[src/rtl/tvfe_pkg.sv]
// Package for the tag/value field extractor: widths, byte codes, command codes
// and the structs passed between the schema table, the parser and the top level.
// No dependencies.
`default_nettype none

package tvfe_pkg;

    // Schema table geometry and digit limit
    localparam int TABLE_ENTRIES = 32;
    localparam int MAX_DIGITS    = 18;
    localparam int SLOT_W        = (TABLE_ENTRIES > 1) ? $clog2(TABLE_ENTRIES) : 1;

    // Field widths
    localparam int INDEX_W = 5;
    localparam int ETAG_W  = 16;
    localparam int DIG_W   = 5;
    localparam int TAG_W   = 20;
    localparam int LEN_W   = 8;
    localparam int VAL_W   = 60;

    // Byte codes
    localparam logic [7:0] SEP_BYTE  = 8'h01;
    localparam logic [7:0] EQ_BYTE   = 8'h3D;
    localparam logic [7:0] ZERO_BYTE = 8'h30;
    localparam logic [7:0] MAX_DIGIT = 8'd9;

    typedef enum logic {
        CMD_BYTE  = 1'b0,
        CMD_ENTRY = 1'b1
    } cmd_t;

    // Schema entry write
    typedef struct packed {
        logic               en;
        logic [INDEX_W-1:0] index;
        logic [ETAG_W-1:0]  tag;
        logic [DIG_W-1:0]   digits;
    } entry_wr_t;

    // Result of a tag lookup
    typedef struct packed {
        logic              hit;
        logic [SLOT_W-1:0] slot;
        logic [DIG_W-1:0]  digits;
    } lookup_t;

    // One field result
    typedef struct packed {
        logic               found;
        logic [INDEX_W-1:0] index;
        logic [TAG_W-1:0]   tag;
        logic [LEN_W-1:0]   length;
        logic               numeric;
        logic               ok;
        logic [VAL_W-1:0]   value;
    } field_t;

endpackage

`default_nettype wire

[src/rtl/tag_value_field_extractor_unit.sv]
// Top level of the tag/value field extractor: input register, parser, schema
// table and result register. Uses tvfe_pkg, tvfe_schema_table, tvfe_field_parser.
//
// Usage:
//   Item channel (item_valid / item_ready) carries either one message byte
//   (cmd = CMD_BYTE, data_byte, end_of_message) or one schema entry write
//   (cmd = CMD_ENTRY, entry_index, entry_tag, entry_digits). Fields are
//   "tag=value" ended by byte 0x01; end_of_message also closes a field after its '=', and drops a tag without one.
//   Result channel (result_valid / result_ready) carries one field result per
//   closed field: match, slot, tag, value length and the decimal value of the
//   first D value bytes for numeric schema entries.
//   Path: an accepted item is held in the input register; its result, if any,
//   loads into the result register when the item advances, which sets
//   result_valid. Throughput: one item per cycle while the result side keeps
//   up, set by the parser step (tag multiply-add, parallel 32-slot tag compare,
//   value multiply-add) between the two registers.
//   Stall: while a result waits, the input register still moves if the result
//   register is being drained; otherwise the input register holds and item_ready
//   drops once it is full. Nothing is lost or repeated.
//   Reset: parser restarts in tag scan, all schema slots become invalid, both
//   registers empty. Slots are filled only by entry writes.
`default_nettype none

module tag_value_field_extractor_unit
    import tvfe_pkg::*;
(
    input  wire logic               clk,
    input  wire logic               rst_n,

    input  wire logic               item_valid,
    output logic                    item_ready,
    input  wire logic               cmd,
    input  wire logic [7:0]         data_byte,
    input  wire logic               end_of_message,
    input  wire logic [INDEX_W-1:0] entry_index,
    input  wire logic [ETAG_W-1:0]  entry_tag,
    input  wire logic [DIG_W-1:0]   entry_digits,

    output logic                    result_valid,
    input  wire logic               result_ready,
    output logic                    field_found,
    output logic [INDEX_W-1:0]      field_index,
    output logic [TAG_W-1:0]        tag_number,
    output logic [LEN_W-1:0]        value_length,
    output logic                    is_numeric,
    output logic                    value_ok,
    output logic [VAL_W-1:0]        numeric_value
);

    // Input register
    logic               item_valid_reg;
    cmd_t               cmd_reg;
    logic [7:0]         byte_reg;
    logic               last_reg;
    logic [INDEX_W-1:0] index_reg;
    logic [ETAG_W-1:0]  etag_reg;
    logic [DIG_W-1:0]   digits_reg;

    // Result register
    logic   result_valid_reg;
    field_t result_reg;

    logic       advance;
    logic       byte_step;
    entry_wr_t  entry_wr;
    lookup_t    lookup;
    logic [TAG_W-1:0] tag_key;
    logic       emit;
    field_t     field;

    // Advance the held item when the result register is free or draining
    assign advance    = item_valid_reg && (!result_valid_reg || result_ready);
    assign item_ready = !item_valid_reg || advance;
    assign byte_step  = advance && (cmd_reg == CMD_BYTE);

    always_comb
    begin
        entry_wr        = '0;
        entry_wr.en     = advance && (cmd_reg == CMD_ENTRY);
        entry_wr.index  = index_reg;
        entry_wr.tag    = etag_reg;
        entry_wr.digits = digits_reg;
    end

    always_ff @(posedge clk or negedge rst_n)
    begin
        if (!rst_n)
        begin
            item_valid_reg <= 1'b0;
        end
        else if (item_ready)
        begin
            item_valid_reg <= item_valid;
        end
    end

    // Payload holds until the next accept
    always_ff @(posedge clk)
    begin
        if (item_valid && item_ready)
        begin
            cmd_reg    <= cmd_t'(cmd);
            byte_reg   <= data_byte;
            last_reg   <= end_of_message;
            index_reg  <= entry_index;
            etag_reg   <= entry_tag;
            digits_reg <= entry_digits;
        end
    end

    tvfe_schema_table u_table (
        .clk     (clk),
        .rst_n   (rst_n),
        .wr      (entry_wr),
        .tag_key (tag_key),
        .lookup  (lookup)
    );

    tvfe_field_parser u_parser (
        .clk       (clk),
        .rst_n     (rst_n),
        .step      (byte_step),
        .data_byte (byte_reg),
        .last      (last_reg),
        .lookup    (lookup),
        .tag_key   (tag_key),
        .emit      (emit),
        .field     (field)
    );

    // Load a new result on emit, otherwise drop the old one once taken
    always_ff @(posedge clk or negedge rst_n)
    begin
        if (!rst_n)
        begin
            result_valid_reg <= 1'b0;
        end
        else if (byte_step && emit)
        begin
            result_valid_reg <= 1'b1;
        end
        else if (result_ready)
        begin
            result_valid_reg <= 1'b0;
        end
    end

    always_ff @(posedge clk)
    begin
        if (byte_step && emit)
        begin
            result_reg <= field;
        end
    end

    assign result_valid  = result_valid_reg;
    assign field_found   = result_reg.found;
    assign field_index   = result_reg.index;
    assign tag_number    = result_reg.tag;
    assign value_length  = result_reg.length;
    assign is_numeric    = result_reg.numeric;
    assign value_ok      = result_reg.ok;
    assign numeric_value = result_reg.value;

`ifndef SYNTHESIS
    a_value_zero_unless_ok: assert property (@(posedge clk) disable iff (!rst_n)
        (result_valid && !value_ok) |-> (numeric_value == '0))
        else $error("numeric_value nonzero on a field without a valid value");

    a_ok_needs_numeric: assert property (@(posedge clk) disable iff (!rst_n)
        (result_valid && (value_ok || is_numeric)) |-> (is_numeric && field_found))
        else $error("value_ok or is_numeric on a field that is not a numeric match");

    a_index_zero_unmatched: assert property (@(posedge clk) disable iff (!rst_n)
        (result_valid && !field_found) |-> (field_index == '0))
        else $error("field_index nonzero without a match");

    a_entry_no_result: assert property (@(posedge clk) disable iff (!rst_n)
        (advance && (cmd_reg == CMD_ENTRY) && !result_valid) |=> !result_valid)
        else $error("schema entry write produced a result");
`endif

endmodule

`default_nettype wire

[src/rtl/tvfe_schema_table.sv]
// Schema table: per-slot tag and digit count registers with valid bits, and a
// parallel priority lookup of the lowest valid slot matching a tag. Uses tvfe_pkg.
`default_nettype none

module tvfe_schema_table
    import tvfe_pkg::*;
(
    input  wire logic             clk,
    input  wire logic             rst_n,
    input  wire entry_wr_t        wr,
    input  wire logic [TAG_W-1:0] tag_key,
    output lookup_t               lookup
);

    logic [TABLE_ENTRIES-1:0] valid_reg;
    logic [ETAG_W-1:0]        tags_reg   [TABLE_ENTRIES];
    logic [DIG_W-1:0]         digits_reg [TABLE_ENTRIES];

    logic              wr_ok;
    logic [SLOT_W-1:0] wr_slot;
    logic [DIG_W-1:0]  wr_digits;

    // Drop writes beyond the table; clamp the digit count
    assign wr_ok     = wr.en && (int'(wr.index) < TABLE_ENTRIES);
    assign wr_slot   = SLOT_W'(wr.index);
    assign wr_digits = (int'(wr.digits) > MAX_DIGITS) ? DIG_W'(MAX_DIGITS) : wr.digits;

    always_ff @(posedge clk or negedge rst_n)
    begin
        if (!rst_n)
        begin
            valid_reg <= '0;
        end
        else if (wr_ok)
        begin
            valid_reg[wr_slot] <= 1'b1;
        end
    end

    always_ff @(posedge clk)
    begin
        if (wr_ok)
        begin
            tags_reg[wr_slot]   <= wr.tag;
            digits_reg[wr_slot] <= wr_digits;
        end
    end

    // Scan from the top so the lowest matching slot wins
    always_comb
    begin
        lookup = '0;
        for (int i = TABLE_ENTRIES - 1; i >= 0; i--)
        begin
            if (valid_reg[i] && (TAG_W'(tags_reg[i]) == tag_key))
            begin
                lookup.hit    = 1'b1;
                lookup.slot   = SLOT_W'(i);
                lookup.digits = digits_reg[i];
            end
        end
    end

endmodule

`default_nettype wire

[src/rtl/tvfe_field_parser.sv]
// Field parser: tag accumulation, lookup latch at '=', value counting and decimal
// conversion, and the field result for one message byte. Uses tvfe_pkg.
`default_nettype none

module tvfe_field_parser
    import tvfe_pkg::*;
(
    input  wire logic             clk,
    input  wire logic             rst_n,
    input  wire logic             step,
    input  wire logic [7:0]       data_byte,
    input  wire logic             last,
    input  wire lookup_t          lookup,
    output logic [TAG_W-1:0]      tag_key,
    output logic                  emit,
    output field_t                field
);

    logic              in_value_reg, in_value_next;
    logic [TAG_W-1:0]  tag_acc_reg,  tag_acc_next;
    logic [LEN_W-1:0]  count_reg,    count_next;
    logic [VAL_W-1:0]  val_acc_reg,  val_acc_next;
    logic              good_reg,     good_next;
    logic              hit_reg,      hit_next;
    logic [SLOT_W-1:0] slot_reg,     slot_next;
    logic [DIG_W-1:0]  fdig_reg,     fdig_next;
    logic [DIG_W-1:0]  dpos_reg,     dpos_next;

    logic [7:0] digit;
    logic       restart;
    logic       numeric;
    logic       ok;

    assign tag_key = tag_acc_reg;
    assign digit   = data_byte - ZERO_BYTE;

    always_comb
    begin
        in_value_next = in_value_reg;
        tag_acc_next  = tag_acc_reg;
        count_next    = count_reg;
        val_acc_next  = val_acc_reg;
        good_next     = good_reg;
        hit_next      = hit_reg;
        slot_next     = slot_reg;
        fdig_next     = fdig_reg;
        dpos_next     = dpos_reg;
        emit          = 1'b0;
        restart       = 1'b0;

        if (!in_value_reg)
        begin
            if (data_byte == EQ_BYTE)
            begin
                // Latch the match and its digit count
                in_value_next = 1'b1;
                hit_next      = lookup.hit;
                slot_next     = lookup.slot;
                fdig_next     = lookup.hit ? lookup.digits : '0;
                emit          = last;
            end
            else
            begin
                // tag * 10 + (byte - '0'), modulo 2^20
                tag_acc_next = TAG_W'((tag_acc_reg << 3) + (tag_acc_reg << 1)
                                      + TAG_W'(data_byte) - TAG_W'(ZERO_BYTE));
                restart      = last;
            end
        end
        else
        begin
            if (data_byte != SEP_BYTE)
            begin
                count_next = count_reg + LEN_W'(1);
                if (dpos_reg < fdig_reg)
                begin
                    if (digit > MAX_DIGIT)
                    begin
                        good_next = 1'b0;
                    end
                    else if (good_reg)
                    begin
                        val_acc_next = VAL_W'((val_acc_reg << 3) + (val_acc_reg << 1)
                                              + VAL_W'(digit));
                    end
                    dpos_next = dpos_reg + DIG_W'(1);
                end
            end
            emit = (data_byte == SEP_BYTE) || last;
        end
    end

    assign numeric = hit_next && (fdig_next != '0);
    assign ok      = numeric && good_next && (dpos_next >= fdig_next);

    always_comb
    begin
        field         = '0;
        field.found   = hit_next;
        field.index   = hit_next ? INDEX_W'(slot_next) : '0;
        field.tag     = tag_acc_next;
        field.length  = count_next;
        field.numeric = numeric;
        field.ok      = ok;
        field.value   = ok ? val_acc_next : '0;
    end

    always_ff @(posedge clk or negedge rst_n)
    begin
        if (!rst_n)
        begin
            in_value_reg <= 1'b0;
            tag_acc_reg  <= '0;
            count_reg    <= '0;
            val_acc_reg  <= '0;
            good_reg     <= 1'b1;
            hit_reg      <= 1'b0;
            slot_reg     <= '0;
            fdig_reg     <= '0;
            dpos_reg     <= '0;
        end
        else if (step)
        begin
            if (restart || emit)
            begin
                in_value_reg <= 1'b0;
                tag_acc_reg  <= '0;
                count_reg    <= '0;
                val_acc_reg  <= '0;
                good_reg     <= 1'b1;
                hit_reg      <= 1'b0;
                slot_reg     <= '0;
                fdig_reg     <= '0;
                dpos_reg     <= '0;
            end
            else
            begin
                in_value_reg <= in_value_next;
                tag_acc_reg  <= tag_acc_next;
                count_reg    <= count_next;
                val_acc_reg  <= val_acc_next;
                good_reg     <= good_next;
                hit_reg      <= hit_next;
                slot_reg     <= slot_next;
                fdig_reg     <= fdig_next;
                dpos_reg     <= dpos_next;
            end
        end
    end

endmodule

`default_nettype wire

[config.mk]
export PLATFORM = sky130hd
export DESIGN_NAME = tag_value_field_extractor_unit
export DESIGN_NICKNAME = d
export VERILOG_FILES = /design/src/rtl/tvfe_pkg.sv /design/src/rtl/tag_value_field_extractor_unit.sv /design/src/rtl/tvfe_schema_table.sv /design/src/rtl/tvfe_field_parser.sv
export SDC_FILE = /design/constraint.sdc
export NUM_CORES = 2
export LEC_CHECK = 0
export BUFFER_PORTS_ARGS = -buffer_cell sky130_fd_sc_hd__buf_2
export CELL_PAD_IN_SITES_DETAIL_PLACEMENT = 1
export CELL_PAD_IN_SITES_GLOBAL_PLACEMENT = 2
export CORE_ASPECT_RATIO = 0.5
export CORE_MARGIN = 3
export CORE_UTILIZATION = 48
export CTS_CLUSTER_SIZE = 14
export DETAILED_ROUTE_END_ITERATION = 10
export HOLD_SLACK_MARGIN = 0.08
export PLACE_DENSITY_LB_ADDON = 0.1
export SYNTH_ARGS = -nofsm -noshare
export SYNTH_HDL_FRONTEND = slang
export SYNTH_SLANG_ARGS = --single-unit
[constraint.sdc]
create_clock -name clk -period 25.7 [get_ports clk]
set_input_delay 1.285 -clock clk [delete_from_list [all_inputs] [get_ports clk]]
set_output_delay 1.285 -clock clk [all_outputs]
set_load 0.01 [all_outputs]
==> metrics.md <==
| Metric | Value |
|---|---|
| Status | complete, no violations |
| Setup Buffers After CTS | 0 |
| Maximum clock path buffer count | 3 |
| Initial antenna violation count | 10 |
| Die Y | 226 µm |
| Largest net degree at the start of global routing | 91 |
| Share of cells above drive strength 1 | 0.126 |
| Setup TNS | 0 ns |
| CP Max Fanout | 61 |
| GR Util met3 | 0.0410 |
| Place WS | 18.97 ns |
| Register area share after synthesis | 0.595 |
| Fin crit period | 6.87 ns |
| Post-DRT Antenna Nets | 0 |
| Final setup violation count | 0 |
| Top Ports | 138 |
| Slew of the pin with the lowest slew margin | 1.32 ns |
| Yosys warns | 0 |
| Total track usage | 0.293 |
| Fin crit share | 0.267 |
| Routability Congestion | 0.903 |
| CTS resizes | 0 |
| CTS Hold Bufs | 0 |
| Via density | 6.14 |
| Max Clock Skew | 0.0340 ns |
| Router iterations before antenna repair | 5 |
| Worst EP arrival | 7.38 ns |
| Synthesized netlist cell count | 3650 |
| Vias | 31.6k |
| Net Count, Synth | 3872 |
| Kind of critical path | flop to flop |
| CTS tree | built |
| Worst Slack Setup Final | 18.83 ns |
| Syn Area/Cell | 12.7 µm² |
| Slew margin rel. | 0.119 |
| Max cap viols | 0 |
| Number of CTS-inserted buffers | 87 |
| Max reg flops | 512 |
| P&R area growth vs syn | 10.6% |
| Full die area | 0.101 mm² |
| Grt ovf | 0 |
| CP required | 26.21 ns |
| Die W | 446 µm |
| CP Capture Type | flop |
| Wire per inst | 28.7 µm |
| Vias in the first global route | 32.6k |
| Post-synthesis register bit count | 944 |
| Post-synth top cells | 804 x edfxtp_1, 352 x xor2_1, 318 x nand2_1 |
| Slew Viols, Final | 0 |
| Initial DRC count | 3491 |
| DRC Markers | 0 |
| Leakage | 18.9 nW |
| Layer with the highest usage | met2 |
| RSZ-0062 raised after global routing | no |
| Yosys cell types | 103 |
| H-tree Lvls | 3 |
| Root Buffer | clkbuf_16 |
| Clock sinks | 944 |
| Met1 Track Usage GR | 0.424 |
| Final Hold Viols | 0 |
| Clock slew at reported path FFs | 0.07 ns |
| Pwr/cell area | 84.1 mW/mm² |
| Crit start category | flop |
| Clk_lat worst skew | 0.71 ns |
| Highest clock rate | 146 MHz |
| Peak supply drop | 0.0795 mV |
| Post-Syn Area | 0.0464 mm² |
| FILL cells | 9433 |
| IO buf count | 137 |
| Post-Route WL | 148 mm |
| Number of placement rows | 79 |
| First-pass GRT wire length | 218 mm |
| Number of synthesized flops with an enable pin | 804 |
| Top cells by area, synth | edfxtp_1 52%, dfrtp_1 7.5%, xor2_1 6.6%, ha_1 4.6%, xnor2_1 4.5% |
| Initial core utilization | 0.492 |
| Yosys top cell by area | edfxtp_1 |
| Most common cell in the synthesized netlist | edfxtp_1 |
| Nets | 4031 |
| Worst Hold Class | flop to flop |
| Yosys top cell area share | 0.520 |
| Main synth FF type | edfxtp_1 |
| GR met2 Demand/Resource | 0.466 |
| Asr flop ratio synth | 0.148 |
| DP HPWL | 93.9 mm |
| Core area | 0.0944 mm² |
-- placed cells by master, fill, tap and decap left out, types with 22 or more instances in the layout --
cell type	count
a21boi_2	30
a21o_1	25
a21oi_1	99
a22o_1	49
and3_1	22
buf_2	136
buf_4	70
clkbuf_1	29
clkbuf_16	87
dfrtp_1	123
edfxtp_1	804
ha_1	170
inv_1	114
nand2_1	317
nand2b_1	23
nand3_1	82
nand4_1	79
nor2_1	125
nor2_2	28
nor2b_1	34
nor3_1	68
nor4_1	146
nor4b_1	26
o21ai_0	127
or2_2	49
xnor2_1	241
xor2_1	352
-- path summary, 6_finish.rpt --
path / start / to / slack, ns / cells after the start
min in group asynchronous: rst_n / u_parser.val_acc_reg[10]$_DFFE_PN0P_ / 0.73 / 1
max reg2reg: u_parser.tag_key[15]$_DFFE_PN0P_ / numeric_value[20]$_SDFFCE_PN0P_ / 18.83 / 21
max: u_parser.tag_key[15]$_DFFE_PN0P_ / numeric_value[20]$_SDFFCE_PN0P_ / 18.83 / 21
max in group asynchronous: rst_n / u_table.valid_reg[20]$_DFFE_PN0P_ / 23.51 / 2
min reg2reg: u_table.valid_reg[17]$_DFFE_PN0P_ / u_table.valid_reg[17]$_DFFE_PN0P_ / 0.49 / 1
min: u_table.valid_reg[17]$_DFFE_PN0P_ / u_table.valid_reg[17]$_DFFE_PN0P_ / 0.49 / 1
-- final cells by class --
class | count | area [µm²] | area share
flip-flops and latches | 944 | 27700 | 0.539
multi-input cells | 2455 | 17600 | 0.344
clock buffers | 119 | 2330 | 0.0453
well taps | 1255 | 1570 | 0.0306
repair buffers | 207 | 1220 | 0.0238
clock inverters | 43 | 479 | 0.00934
inverters | 114 | 428 | 0.00834
diodes | 1 | 2.50 | 0.0000487
-- cells by family after synthesis --
group,count (synthesis),synth area share
flops,944,0.595
buf+inv,251,0.0270
mux,12,0.00259
compound gates,545,0.0844
fa+ha+maj,182,0.0510
simple gates,1123,0.128
xor+xnor,593,0.112
-- where the power goes --
group          leakage [nW]  total [W]  internal [W]  switching (W)
combinational          8.34    0.00114      0.000390       0.000754
clock                  1.36    0.00133      0.000713       0.000615
sequential             9.19    0.00184       0.00173       0.000112
total                  18.9    0.00431       0.00283        0.00148
-- layer usage --
layer	vias up	wire length (µm)
met5	-	0
met1	16300	65500
met3	212	11100
met4	0	3640
met2	1200	67300
li1	13900	-
-- critical path, stage by stage (launching register included) --
cell,delay (ns)
dfrtp_2,1.08
buf_4,0.47
xor2_1,0.16
nor4_1,0.30
nand3_1,0.13
nor3_2,0.82
nand3b_1,0.22
o311a_1,0.17
o41ai_1,0.60
a21oi_2,0.21
a211oi_4,0.35
ha_1,0.17
nand2b_1,0.11
a21oi_1,0.07
nor2b_1,0.11
o21ai_0,0.10
nand2b_1,0.10
a21oi_1,0.07
or3_1,0.39
a31oi_4,0.15
buf_4,0.51
nor2b_1,0.27
-- per-stage QoR --
step / util / hold WS [ns] / instance area [µm²] / instances / total power [W]
CTS: 0.544 / 0.481 / 51300 / 5137 / 0.00433
global placement: 0.514 / 0.447 / 48500 / 4975 / 0.00297
detailed placement: 0.514 / 0.465 / 48500 / 4975 / 0.00300
finish: 0.544 / 0.487 / 51300 / 5138 / 0.00431
floorplan: - / 0.430 / 46400 / 3650 / 0.00261
global route: 0.544 / 0.515 / 51300 / 5137 / 0.00450
Note: power is estimated with default switching activity, not from simulation.
